===== src/assert_macros.svh =====
// Assertion helpers for the neighbour query table.
// Depends on a clock named clock and a synchronous reset named reset in scope.
`ifndef ASSERT_MACROS_SVH
`define ASSERT_MACROS_SVH

// Property that must hold at every clock edge outside reset.
`define GNQ_ASSERT(lbl, prop, msg) \
   lbl: assert property (@(posedge clock) disable iff (reset) (prop)) else $error(msg);

// When the condition holds, the property must hold at the following clock edge.
`define GNQ_ASSERT_NEXT(lbl, cond, prop, msg) \
   lbl: assert property (@(posedge clock) disable iff (reset) (cond) |=> (prop)) else $error(msg);

`endif


===== src/gnq_ram.sv =====
// Generic single-write, single-read RAM with registered read data.
// No dependencies.
module gnq_ram #(
   parameter int WIDTH = 8,
   parameter int DEPTH = 64
) (
   input  logic                     clock,
   input  logic                     wr_en,
   input  logic [$clog2(DEPTH)-1:0] wr_addr,
   input  logic [WIDTH-1:0]         wr_data,
   input  logic                     rd_en,
   input  logic [$clog2(DEPTH)-1:0] rd_addr,
   output logic [WIDTH-1:0]         rd_data
);

   logic [WIDTH-1:0] mem_ff [DEPTH];
   logic [WIDTH-1:0] rd_data_ff;

   // Write port and registered read port.
   always_ff @(posedge clock) begin
      if (wr_en) begin
         mem_ff[wr_addr] <= wr_data;
      end
      if (rd_en) begin
         rd_data_ff <= mem_ff[rd_addr];
      end
   end

   assign rd_data = rd_data_ff;

endmodule


===== config.mk =====
export PLATFORM = sky130hd
export DESIGN_NAME = gnq_ram
export DESIGN_NICKNAME = d
export VERILOG_FILES = /design/src/assert_macros.svh /design/src/gnq_ram.sv
export SDC_FILE = /design/constraint.sdc
export NUM_CORES = 1
export LEC_CHECK = 0
export ABC_AREA = 1
export BUFFER_PORTS_ARGS = -buffer_cell sky130_fd_sc_hd__buf_2
export CELL_PAD_IN_SITES_DETAIL_PLACEMENT = 2
export CELL_PAD_IN_SITES_GLOBAL_PLACEMENT = 2
export CORE_ASPECT_RATIO = 0.75
export CORE_UTILIZATION = 47
export CTS_CLUSTER_SIZE = 20
export DETAILED_ROUTE_END_ITERATION = 6
export PLACE_DENSITY = 0.82
export SETUP_SLACK_MARGIN = 0.5
export SLEW_MARGIN = 5
export SYNTH_ARGS = -nofsm -noshare
export SYNTH_HDL_FRONTEND = slang
export SYNTH_SLANG_ARGS = --single-unit

===== constraint.sdc =====
create_clock -name clock -period 4.2 [get_ports clock]
set_clock_uncertainty 0.05 [all_clocks]
set_input_delay 0.21 -clock clock [delete_from_list [all_inputs] [get_ports clock]]
set_output_delay 0.21 -clock clock [all_outputs]
set_load 0.02 [all_outputs]

==> results.py, run 1 <==
metrics = {
    "outcome": {
        "status": "finished clean",
    },
    "place": {
        "detailed_place_hpwl_um": 45200,
        "placedCellCount": 2343,
        "placement.io_buffers": 30,
        "gpl.final_weighted_congestion": 0.843,
        "dp_slack_ns": 1.31,
        "post_dp_cell_area_um2": 21800,
    },
    "yosys": {
        "synth_compound_area_share_pct": 0,
        "ys_seq_area_share_pct": 72.9,
        "post_synth_fa_ha_maj_area_fraction_pct": 0,
        "syn-instance-count": 1805,
        "syn-cell-area_um2": 21400,
        "synth.ff_latch_count": 520,
        "ys_types": 15,
        "combinational_family_with_the_most_area_after_synthesis": "simple AND/OR/NAND/NOR gates",
        "muxShareOfSynthArea_pct": 0,
        "synth_xor_area_share_pct": 0,
        "synthesis.nets": 1828,
        "simple_gate_fraction_of_synth_area_pct": 23.1,
        "yosysWarnings": 0,
        "post_synthesis_mean_instance_area_um2": 11.9,
    },
    "min_path": {
        "holdPathStages": 3,
        "hp-start": "rd_addr[5]",
        "hold-path-endpoint": "rd_data[1]",
        "hold_path_class": "input pin to flop",
    },
    "floorplan": {
        "initial_core_util_pct": 47.8,
        "top_level_pins": 31,
        "fp.dieArea_um2": 46400,
        "core_area_um2": 44800,
        "rows": 67,
        "die-height_um": 187,
        "die-width_um": 249,
    },
    "clocking": {
        "numClockSinks": 520,
        "clockBufferDepth": 3,
        "ctsHtreeMaxLevel": 2,
        "ctsRootBufferMaster": "clkbuf_16",
        "cts-buffers-inserted": 51,
        "worst_skew_pair.late_latency_ns": 0.60,
        "cts.clk_slew.worst_paths_ns": 0.07,
        "tritoncts": "built",
    },
    "timing": {
        "rsz0062_at_grt": "false",
        "maxSlewHeadroom_pct": 11.4,
        "setup_tns_final_ns": 0,
        "timing_hold_violations_final": 0,
        "final_min_period_over_clock_period_pct": 56.4,
        "post-route-min-period_ns": 2.37,
        "final_max_slew_viol_count": 0,
        "hold_ws_ns": 0.0985,
        "final_critical_path_setup_slack_ns": 1.83,
        "worst_pin_slew_ns": 1.33,
        "setup_viol_count_final": 0,
        "maxClockFrequency_ghz": 0.422,
    },
    "critical_path": {
        "cp_data_arrival_time_ns": 2.77,
        "worst_setup_path_category": "input pin to flop",
        "reg2reg_from": "mem_ff[10][0]",
        "required_ns": 4.60,
        "worst-r2r-cell-count": 8,
        "regToRegEndpoint": "rd_data[0]",
        "cp_max_fo": 201,
        "rrSetupSlack_ns": 2.39,
        "startpoint_class": "input pin",
        "critical_path.endpoint_type": "flop",
    },
    "routing": {
        "postRouteAntennaNets": 0,
        "routedWlPerCell_um": 31.2,
        "drt_first_iter_violations": 1752,
        "drt_wl_total_um": 75900,
        "post_drt_via_cell_ratio": 6.23,
        "via_count": 15148,
        "firstDrtPassIters": 6,
        "detail_route.drc_violations": 0,
    },
    "power": {
        "p_leak_nw": 8.33,
        "max-vdd-ir-drop_mv": 0.280,
        "total_power_mw": 10.9,
        "p_per_area_nw_per_um2": 468,
    },
    "global_route": {
        "overflow": 0,
        "total_routing_usage_reported_by_global_routing_pct": 33.0,
        "first_global_vias": 16338,
        "grt_max_degree": 202,
        "global_route_wire_length_before_repair_um": 112000,
        "antenna_found_initial": 2,
    },
    "run": {
        "maxCapViolations": 0,
    },
    "layout": {
        "seq_area_um2": 15600,
        "fin_nets": 1834,
        "final_cell_mix": "nand2_1 (648), edfxtp_1 (520), nand3_1 (439)",
        "fillCellCount": 4295,
        "layout-drive-gt1-share_pct": 6.94,
        "stdcell_area_um2": 23400,
        "multi_input_comb_area_um2": 4950,
        "final_common_cell": "nand2_1",
        "layout.cells.non_filler": 2432,
        "area_growth_syn_to_layout_pct": 9.07,
        "layout.core_utilization_pct": 52.1,
    },
}
[how the worst max path moves through the flow]
stage                    endpoint  slack (ns)  depth (start not counted)        from
global placement       rd_data[5]        1.47                         10  rd_addr[0]
finish                 rd_data[0]        1.83                         10  rd_addr[0]
CTS                    rd_data[0]        1.90                         11  rd_addr[0]
global route           rd_data[0]        1.72                         10  rd_addr[0]
detailed placement     rd_data[0]        1.31                         11  rd_addr[0]
floorplan           mem_ff[48][0]        2.17                          3       wr_en
[registers in the layout (all words and copies together), names as in the netlist]
register / cells
mem_ff: 512
rd_data: 8
[cells by family (layout without fill, tap and decap cells)]
| logic type | count (synthesis) | in the layout |
|---|---|---|
| and+or+nand+nor | 1160 | 1160 |
| DFF | 520 | 520 |
| other | 0 | 1 |
| buffers and inverters | 125 | 165 |
[routing by layer]
metal | wire length (um) | global-route usage, %
met1 | 32200 | 46.2
met2 | 36200 | 53.2
met3 | 5200 | 5.13
met4 | 2200 | 10.4
met5 | 10 | 0
[critical path: stages]
cell,delay (ns)
clkbuf_8,0.39
buf_12,0.66
nand2_1,0.12
nand3_1,0.19
nand3_1,0.14
nand2_1,0.13
nand2_1,0.15
nand3_1,0.18
nand3_1,0.21
nand2_1,0.15
[repair_timing]
action / CTS / global route
hold buffers: 1 / 0
gates resized for setup: 0 / 0
hold endpoints to repair: 8 / 0
setup buffers: 0 / 0
[where the power goes]
group / switching, mW / internal [mW]
registers: 0.0195 / 5.76
logic: 0.609 / 0.159
clock network: 1.99 / 2.40
total: 2.62 / 8.32
[synthesized netlist by cell type (all sizes together)]
master	instances	area (um2)
nand3	439	2200
nand4	9	56.3
clkbuf	15	56.3
edfxtp	520	15600
nand2	648	2430
nor2	56	210
buf	98	752
inv	12	50.1
nor4	8	50.1
[layout make-up]
type                    instances  area share [%]
flip-flops and latches        520            66.8
repair buffers                 66            2.13
clock buffers                  64            5.85
well taps                     586            3.14
diodes                          1          0.0107
inverters                      12           0.236
multi-input cells            1160            21.2
clock inverters                23           0.621
(Power assumes the default switching activity.)
==> run 2, diff against run 1 <==
ABC_AREA = 0   (was 1)
CORE_UTILIZATION = 45   (was 47)
PLACE_DENSITY = 0.73   (was 0.82)
clock period = 2.05 ns   (was 4.2 ns; I/O delays follow)
==> run 2 against run 1 <==
The flow now finishes with violations (DRC, setup timing). Synthesized cell count decreased by 48%. Register-to-register slack got worse by 2.5 ns. Core utilization rose by 2.9 points. Combinational power rose by 82%. Critical path depth down 5.
==> results.py, run 2 <==
metrics = {
    "place": {
        "detailed_place_hpwl_um": 40000,
        "gpl.final_weighted_congestion": 0.784,
        "dp_slack_ns": -0.548,
        "placement.io_buffers": 30,
    },
    "layout": {
        "final_common_cell": "edfxtp_1",
        "layout-drive-gt1-share_pct": 37.6,
        "largest_register": "mem_ff",
        "area_growth_syn_to_layout_pct": 19.0,
        "fin_nets": 1159,
        "fillCellCount": 3592,
        "final_cell_mix": "edfxtp_1 (520), buf_4 (147), mux4_2 (126)",
        "max_reg_flops": 512,
        "num_antenna_cells": 0,
    },
    "yosys": {
        "cell_with_the_most_instances_after_synthesis": "edfxtp_1",
        "yosysTopAreaCellShare_pct": 77.1,
        "syn-cell-area_um2": 20200,
        "synthesis.nets": 963,
        "asyncSetResetFlopFracSynth_pct": 0,
        "synth_top_cell_by_area": "edfxtp_1",
        "synth-main-ff-cell": "edfxtp_1",
        "ys_top_cells_by_area": "edfxtp_1 (77%), mux4_2 (14%), nor2_1 (1.5%), mux2i_1 (1.1%), mux2_2 (0.72%)",
        "synth.ff_latch_count": 520,
        "post_synthesis_mean_instance_area_um2": 21.5,
        "yosysWarnings": 0,
        "ys_types": 39,
        "syn-instance-count": 940,
        "ys_seq_area_share_pct": 77.1,
        "synth_edf_count": 520,
        "most_frequent_cells_after_synthesis": "edfxtp_1 (520), mux4_2 (126), nor2_1 (83)",
    },
    "power": {
        "p_int_mw": 17.6,
        "total_power_mw": 22.5,
        "clockPowerShare_pct": 41.2,
        "power.sequential.fraction_pct": 52.6,
        "max-vdd-ir-drop_mv": 0.918,
        "share_comb_of_total_power_pct": 6.2,
        "switching_share_of_power_pct": 21.9,
        "sw_power_mw": 4.92,
        "p_leak_nw": 7.81,
        "p_per_area_nw_per_um2": 933,
    },
    "critical_path": {
        "worst_setup_path_category": "flop to flop",
        "cp_max_fo": 1,
        "critical-path-slowest-cell": "mux4_2",
        "cp_data_arrival_time_ns": 2.42,
        "cp_common_cell": "mux4_2",
        "required_ns": 2.32,
        "cell_depth_of_the_worst_setup_path": 5,
        "worstPathCellList": "mux4_2 -> mux4_2 -> nor2_4 -> nor3_4 -> o2bb2ai_2",
        "critPathTopFamily": "multiplexers",
        "startpoint_class": "flop",
        "critical_path.endpoint_type": "flop",
        "worst-r2r-cell-count": 5,
        "crit_path_max_incr_delay_ns": 0.53,
        "path_buf_inv": 0,
    },
    "timing": {
        "maxSlewHeadroom_pct": 42.5,
        "final_min_period_over_clock_period_pct": 105,
        "final_critical_path_setup_slack_ns": -0.0991,
        "final_max_slew_viol_count": 0,
        "post-route-min-period_ns": 2.15,
        "rsz0062_at_grt": "true",
        "worst_pin_slew_ns": 0.863,
        "setup_tns_final_ns": -0.312,
        "setup_viol_count_final": 4,
        "maxClockFrequency_ghz": 0.465,
        "timing_hold_violations_final": 0,
    },
    "run": {
        "maxCapViolations": 0,
    },
    "floorplan": {
        "core_area_um2": 43800,
        "initial_core_util_pct": 46.2,
        "rows": 66,
        "top_level_pins": 31,
        "die-height_um": 186,
        "fp.dieArea_um2": 45900,
        "die-width_um": 247,
    },
    "clocking": {
        "cts.clk_slew.worst_paths_ns": 0.06,
        "worst_skew_pair.late_latency_ns": 0.58,
        "ctsHtreeMaxLevel": 2,
        "numClockSinks": 520,
        "ctsRootBufferMaster": "clkbuf_16",
        "cts-buffers-inserted": 51,
        "tritoncts": "built",
        "clockBufferDepth": 3,
    },
    "global_route": {
        "total_routing_usage_reported_by_global_routing_pct": 27.0,
        "overflow": 0,
        "first_global_vias": 11556,
        "grt_max_degree": 65,
        "global_route_wire_length_before_repair_um": 85600,
        "antenna_found_initial": 1,
    },
    "routing": {
        "drt_first_iter_violations": 950,
        "routedWlPerCell_um": 33.8,
        "postRouteAntennaNets": 0,
        "detail_route.drc_violations": 2,
        "via_count": 10573,
        "firstDrtPassIters": 7,
        "drt_wl_total_um": 59300,
        "post_drt_via_cell_ratio": 6.02,
    },
    "min_path": {
        "hold_path_class": "input pin to flop",
        "holdPathStages": 1,
    },
    "outcome": {
        "status": "finished with violations",
        "violated_checks": "DRC, setup timing",
    },
}
run 2: changes by cell type after synthesis, sizes merged, moves of 12 or more:
cell   previous run  this run
mux2i             0        23
nor2b             0        14
mux2              0        13
buf              98        34
nand2           648        19
inv              12         0
mux4              0       126
nand3           439        13
nor2             56        83
run 2: area by class of cell:
| cell class | count | area [um2] | area share (%) |
|---|---|---|---|
| clock buffers | 63 | 1360 | 5.66 |
| flip-flops and latches | 520 | 15600 | 64.8 |
| multi-input cells | 369 | 4540 | 18.9 |
| well taps | 578 | 723 | 3.00 |
| repair buffers | 194 | 1600 | 6.66 |
| clock inverters | 31 | 246 | 1.02 |
run 2: routing by layer:
metal  routed length [um]  global-route usage [%]  up-vias
met5                    0                       0        -
li1                     -                       -     4337
met4                 1440                    7.11        0
met1                25900                    37.9     5749
met2                28800                    44.3      386
met3                 3300                    4.38      101
run 2: timing repair:
action | 4_1_cts | 5_1_grt
pin swaps | 3 | 3
hold endpoints to repair | 23 | 0
buffers inserted | 0 | 0
endpoints found under the setup margin | 8 | 8
hold buffers | 2 | 0
gates resized for setup | 14 | 9
run 2: logic make-up after synthesis:
group           count (synthesis)  synth area share, %
simple gates                  153                 3.37
buf+inv                        51                 1.56
mux                           162                 15.9
flops                         520                 77.1
compound gates                 54                 2.06
run 2: power by group through the flow:
| stage | clock network (mW) | logic [mW] | registers [mW] |
|---|---|---|---|
| 4_1_cts | 9.39 | 1.39 | 11.8 |
| 3_5_place_dp | 0 | 1.36 | 12.1 |
| 5_1_grt | 9.71 | 1.47 | 11.8 |
| 3_3_place_gp | 0 | 1.28 | 12.0 |
| 6_report | 9.27 | 1.40 | 11.8 |
| 2_1_floorplan | 0 | 0.654 | 12.1 |
run 2: final timing paths:
check | slack (ns) | startpoint | to
min reg2reg | 0.87 | mem_ff[22][0] | rd_data[0]
min | 0.04 | wr_data[4] | mem_ff[63][4]
max | -0.1 | mem_ff[0][0] | rd_data[0]
max reg2reg | -0.1 | mem_ff[0][0] | rd_data[0]
run 2: metrics by stage:
| stage | util (%) | instance area, um2 | instances | hold WS, ns |
|---|---|---|---|---|
| after floorplan | - | 20400 | 940 | 0.151 |
| after global placement | 51.0 | 22400 | 1659 | 0.470 |
| after detailed placement | 51.0 | 22400 | 1659 | 0.479 |
| after CTS | 54.9 | 24100 | 1755 | 0.0106 |
| after global routing | 55.0 | 24100 | 1755 | 0.0378 |
| final | 55.0 | 24100 | 1755 | 0.0411 |
==> run 3, diff against run 2 <==
RECOVER_POWER = 50   (was default)
==> run 3 against run 2 <==
The run ends with DRC, capacitance limit, slew limit, setup timing left. Count of clock-buffer cells in the layout is the same. Core utilization shrank 0.19 points. Critical endpoint is now rd_data[1]. Non-clock buffer count is the same. Global-route usage did not move. Worst setup slack worse by 0.036 ns. Sequential share of layout area up 0.22 points. Die area stayed put.
==> results.py, run 3 (same netlist as run 2, synthesis figures left out) <==
metrics = {
    "timing": {
        "final_max_slew_viol_count": 249,
        "final_min_period_over_clock_period_pct": 107,
        "final_critical_path_setup_slack_ns": -0.135,
        "hold_ws_ns": 0.0582,
        "timing_hold_violations_final": 0,
        "setup_tns_final_ns": -0.369,
        "maxSlewHeadroom_pct": -36.0,
        "rsz0062_at_grt": "true",
        "worst_pin_slew_ns": 2.04,
        "post-route-min-period_ns": 2.18,
        "maxClockFrequency_ghz": 0.458,
        "setup_viol_count_final": 4,
    },
    "layout": {
        "seq_area_um2": 15600,
        "stdcell_area_um2": 24000,
        "num_antenna_cells": 0,
        "fillCellCount": 3598,
        "area_growth_syn_to_layout_pct": 18.6,
        "final_common_cell": "edfxtp_1",
        "layout-drive-gt1-share_pct": 36.8,
        "max_reg_flops": 512,
        "fin_nets": 1159,
        "largest_register": "mem_ff",
        "final_cell_mix": "edfxtp_1 (520), buf_4 (137), mux4_2 (126)",
        "multi_input_comb_area_um2": 4540,
    },
    "clocking": {
        "numClockSinks": 520,
        "cts.clk_slew.worst_paths_ns": 0.07,
        "clockBufferDepth": 3,
        "ctsHtreeMaxLevel": 2,
        "tritoncts": "built",
        "cts-buffers-inserted": 51,
        "worst_skew_pair.late_latency_ns": 0.58,
        "ctsRootBufferMaster": "clkbuf_16",
    },
    "place": {
        "gpl.final_weighted_congestion": 0.784,
        "placement.io_buffers": 30,
        "detailed_place_hpwl_um": 40000,
        "post_dp_cell_area_um2": 22400,
    },
    "critical_path": {
        "worstSetupStartpoint": "mem_ff[11][1]",
        "critical-path-slowest-cell": "mux4_2",
        "cp_max_fo": 1,
        "regToRegEndpoint": "rd_data[1]",
        "worstPathCellList": "mux4_2 -> mux4_2 -> nor2_1 -> nor3_1 -> o2bb2ai_1",
        "worst-r2r-cell-count": 5,
        "critical_path.endpoint_type": "flop",
        "cp_data_arrival_time_ns": 2.47,
        "crit_path_max_incr_delay_ns": 0.51,
        "cp_common_cell": "mux4_2",
        "reg2reg_from": "mem_ff[11][1]",
        "rrSetupSlack_ns": -0.13,
        "startpoint_class": "flop",
        "critPathTopFamily": "multiplexers",
        "required_ns": 2.34,
        "path_buf_inv": 0,
        "worst_setup_path_category": "flop to flop",
    },
    "power": {
        "p_leak_nw": 7.76,
        "total_power_mw": 22.5,
        "p_per_area_nw_per_um2": 937,
        "max-vdd-ir-drop_mv": 0.919,
    },
    "routing": {
        "post_drt_via_cell_ratio": 6.03,
        "routedWlPerCell_um": 33.9,
        "detail_route.drc_violations": 2,
        "firstDrtPassIters": 7,
        "drt_wl_total_um": 59400,
        "drt_first_iter_violations": 1006,
        "postRouteAntennaNets": 0,
        "via_count": 10582,
    },
    "global_route": {
        "overflow": 0,
        "grt_max_degree": 65,
        "antenna_found_initial": 1,
        "total_routing_usage_reported_by_global_routing_pct": 27.0,
        "first_global_vias": 11556,
        "global_route_wire_length_before_repair_um": 85600,
    },
    "floorplan": {
        "die-height_um": 186,
        "core_area_um2": 43800,
        "top_level_pins": 31,
        "fp.dieArea_um2": 45900,
        "initial_core_util_pct": 46.2,
        "die-width_um": 247,
        "rows": 66,
    },
    "run": {
        "maxCapViolations": 7,
    },
    "outcome": {
        "violated_checks": "DRC, capacitance limit, slew limit, setup timing",
        "status": "finished with violations",
    },
    "min_path": {
        "hold-path-endpoint": "rd_data[6]",
        "hold_path_class": "input pin to flop",
        "holdPathStages": 3,
        "hp-start": "rd_addr[5]",
    },
}
run 3: cell types whose count changed in the layout (fill, tap and decap cells not counted):
cell,before,now
buf_12,16,13
buf_4,147,137
clkbuf_1,10,20
buf_2,27,19
clkbuf_2,0,11
run 3: worst max path at each step:
stage,to,slack (ns),depth (start not counted)
floorplan,rd_data[4],0.21,5
global placement,rd_data[2],-0.49,7
CTS,rd_data[0],-0.10,5
finish,rd_data[1],-0.13,5
detailed placement,rd_data[2],-0.55,7
global route,rd_data[2],-0.13,5
run 3: area by class of cell:
| class | instances | share of cell area [%] |
|---|---|---|
| clock buffer | 63 | 5.68 |
| clock inverter | 31 | 1.03 |
| multi-input combinational | 369 | 18.9 |
| sequential | 520 | 65.0 |
| tap | 578 | 3.01 |
| timing repair buffer | 194 | 6.34 |
run 3: timing repair:
item                       4_1_cts  5_1_grt
pin swaps                        3        3
gates resized for setup         14        9
setup endpoints to repair        8        8
hold buffers                     2        0
hold endpoints to repair        23        0
cloned                           0        0
buffers inserted                 0        0
run 3: layer usage:
metal  up-vias  wire (um)  part of all wire (%)  GRT usage (%)
met5         -          0                     0              0
met4         0       1460                   2.5           7.11
met3       102       3350                   5.6           4.38
met2       396      28900                    49           44.3
met1      5744      25700                    43           37.9
li1       4340          -                     -              -
run 3: stage by stage:
step,instances,setup WS [ns],util [%]
3_5_place_dp,1659,-0.548,51.0
4_1_cts,1755,-0.105,54.9
3_3_place_gp,1659,-0.486,51.0
2_1_floorplan,940,0.212,-
6_report,1755,-0.135,54.8
5_1_grt,1755,-0.129,54.8
run 3: tightest hold or removal path, cell delays in order:
cell and delay, ns:
buf_2 0.21, nand3_1 0.13, o32ai_1 0.07
run 3: report_power, final:
| part | internal (mW) | total (mW) | switching, mW |
|---|---|---|---|
| clock | 5.21 | 9.28 | 4.06 |
| combinational | 0.544 | 1.38 | 0.839 |
| sequential | 11.8 | 11.8 | 0.0328 |
| total | 17.6 | 22.5 | 4.94 |
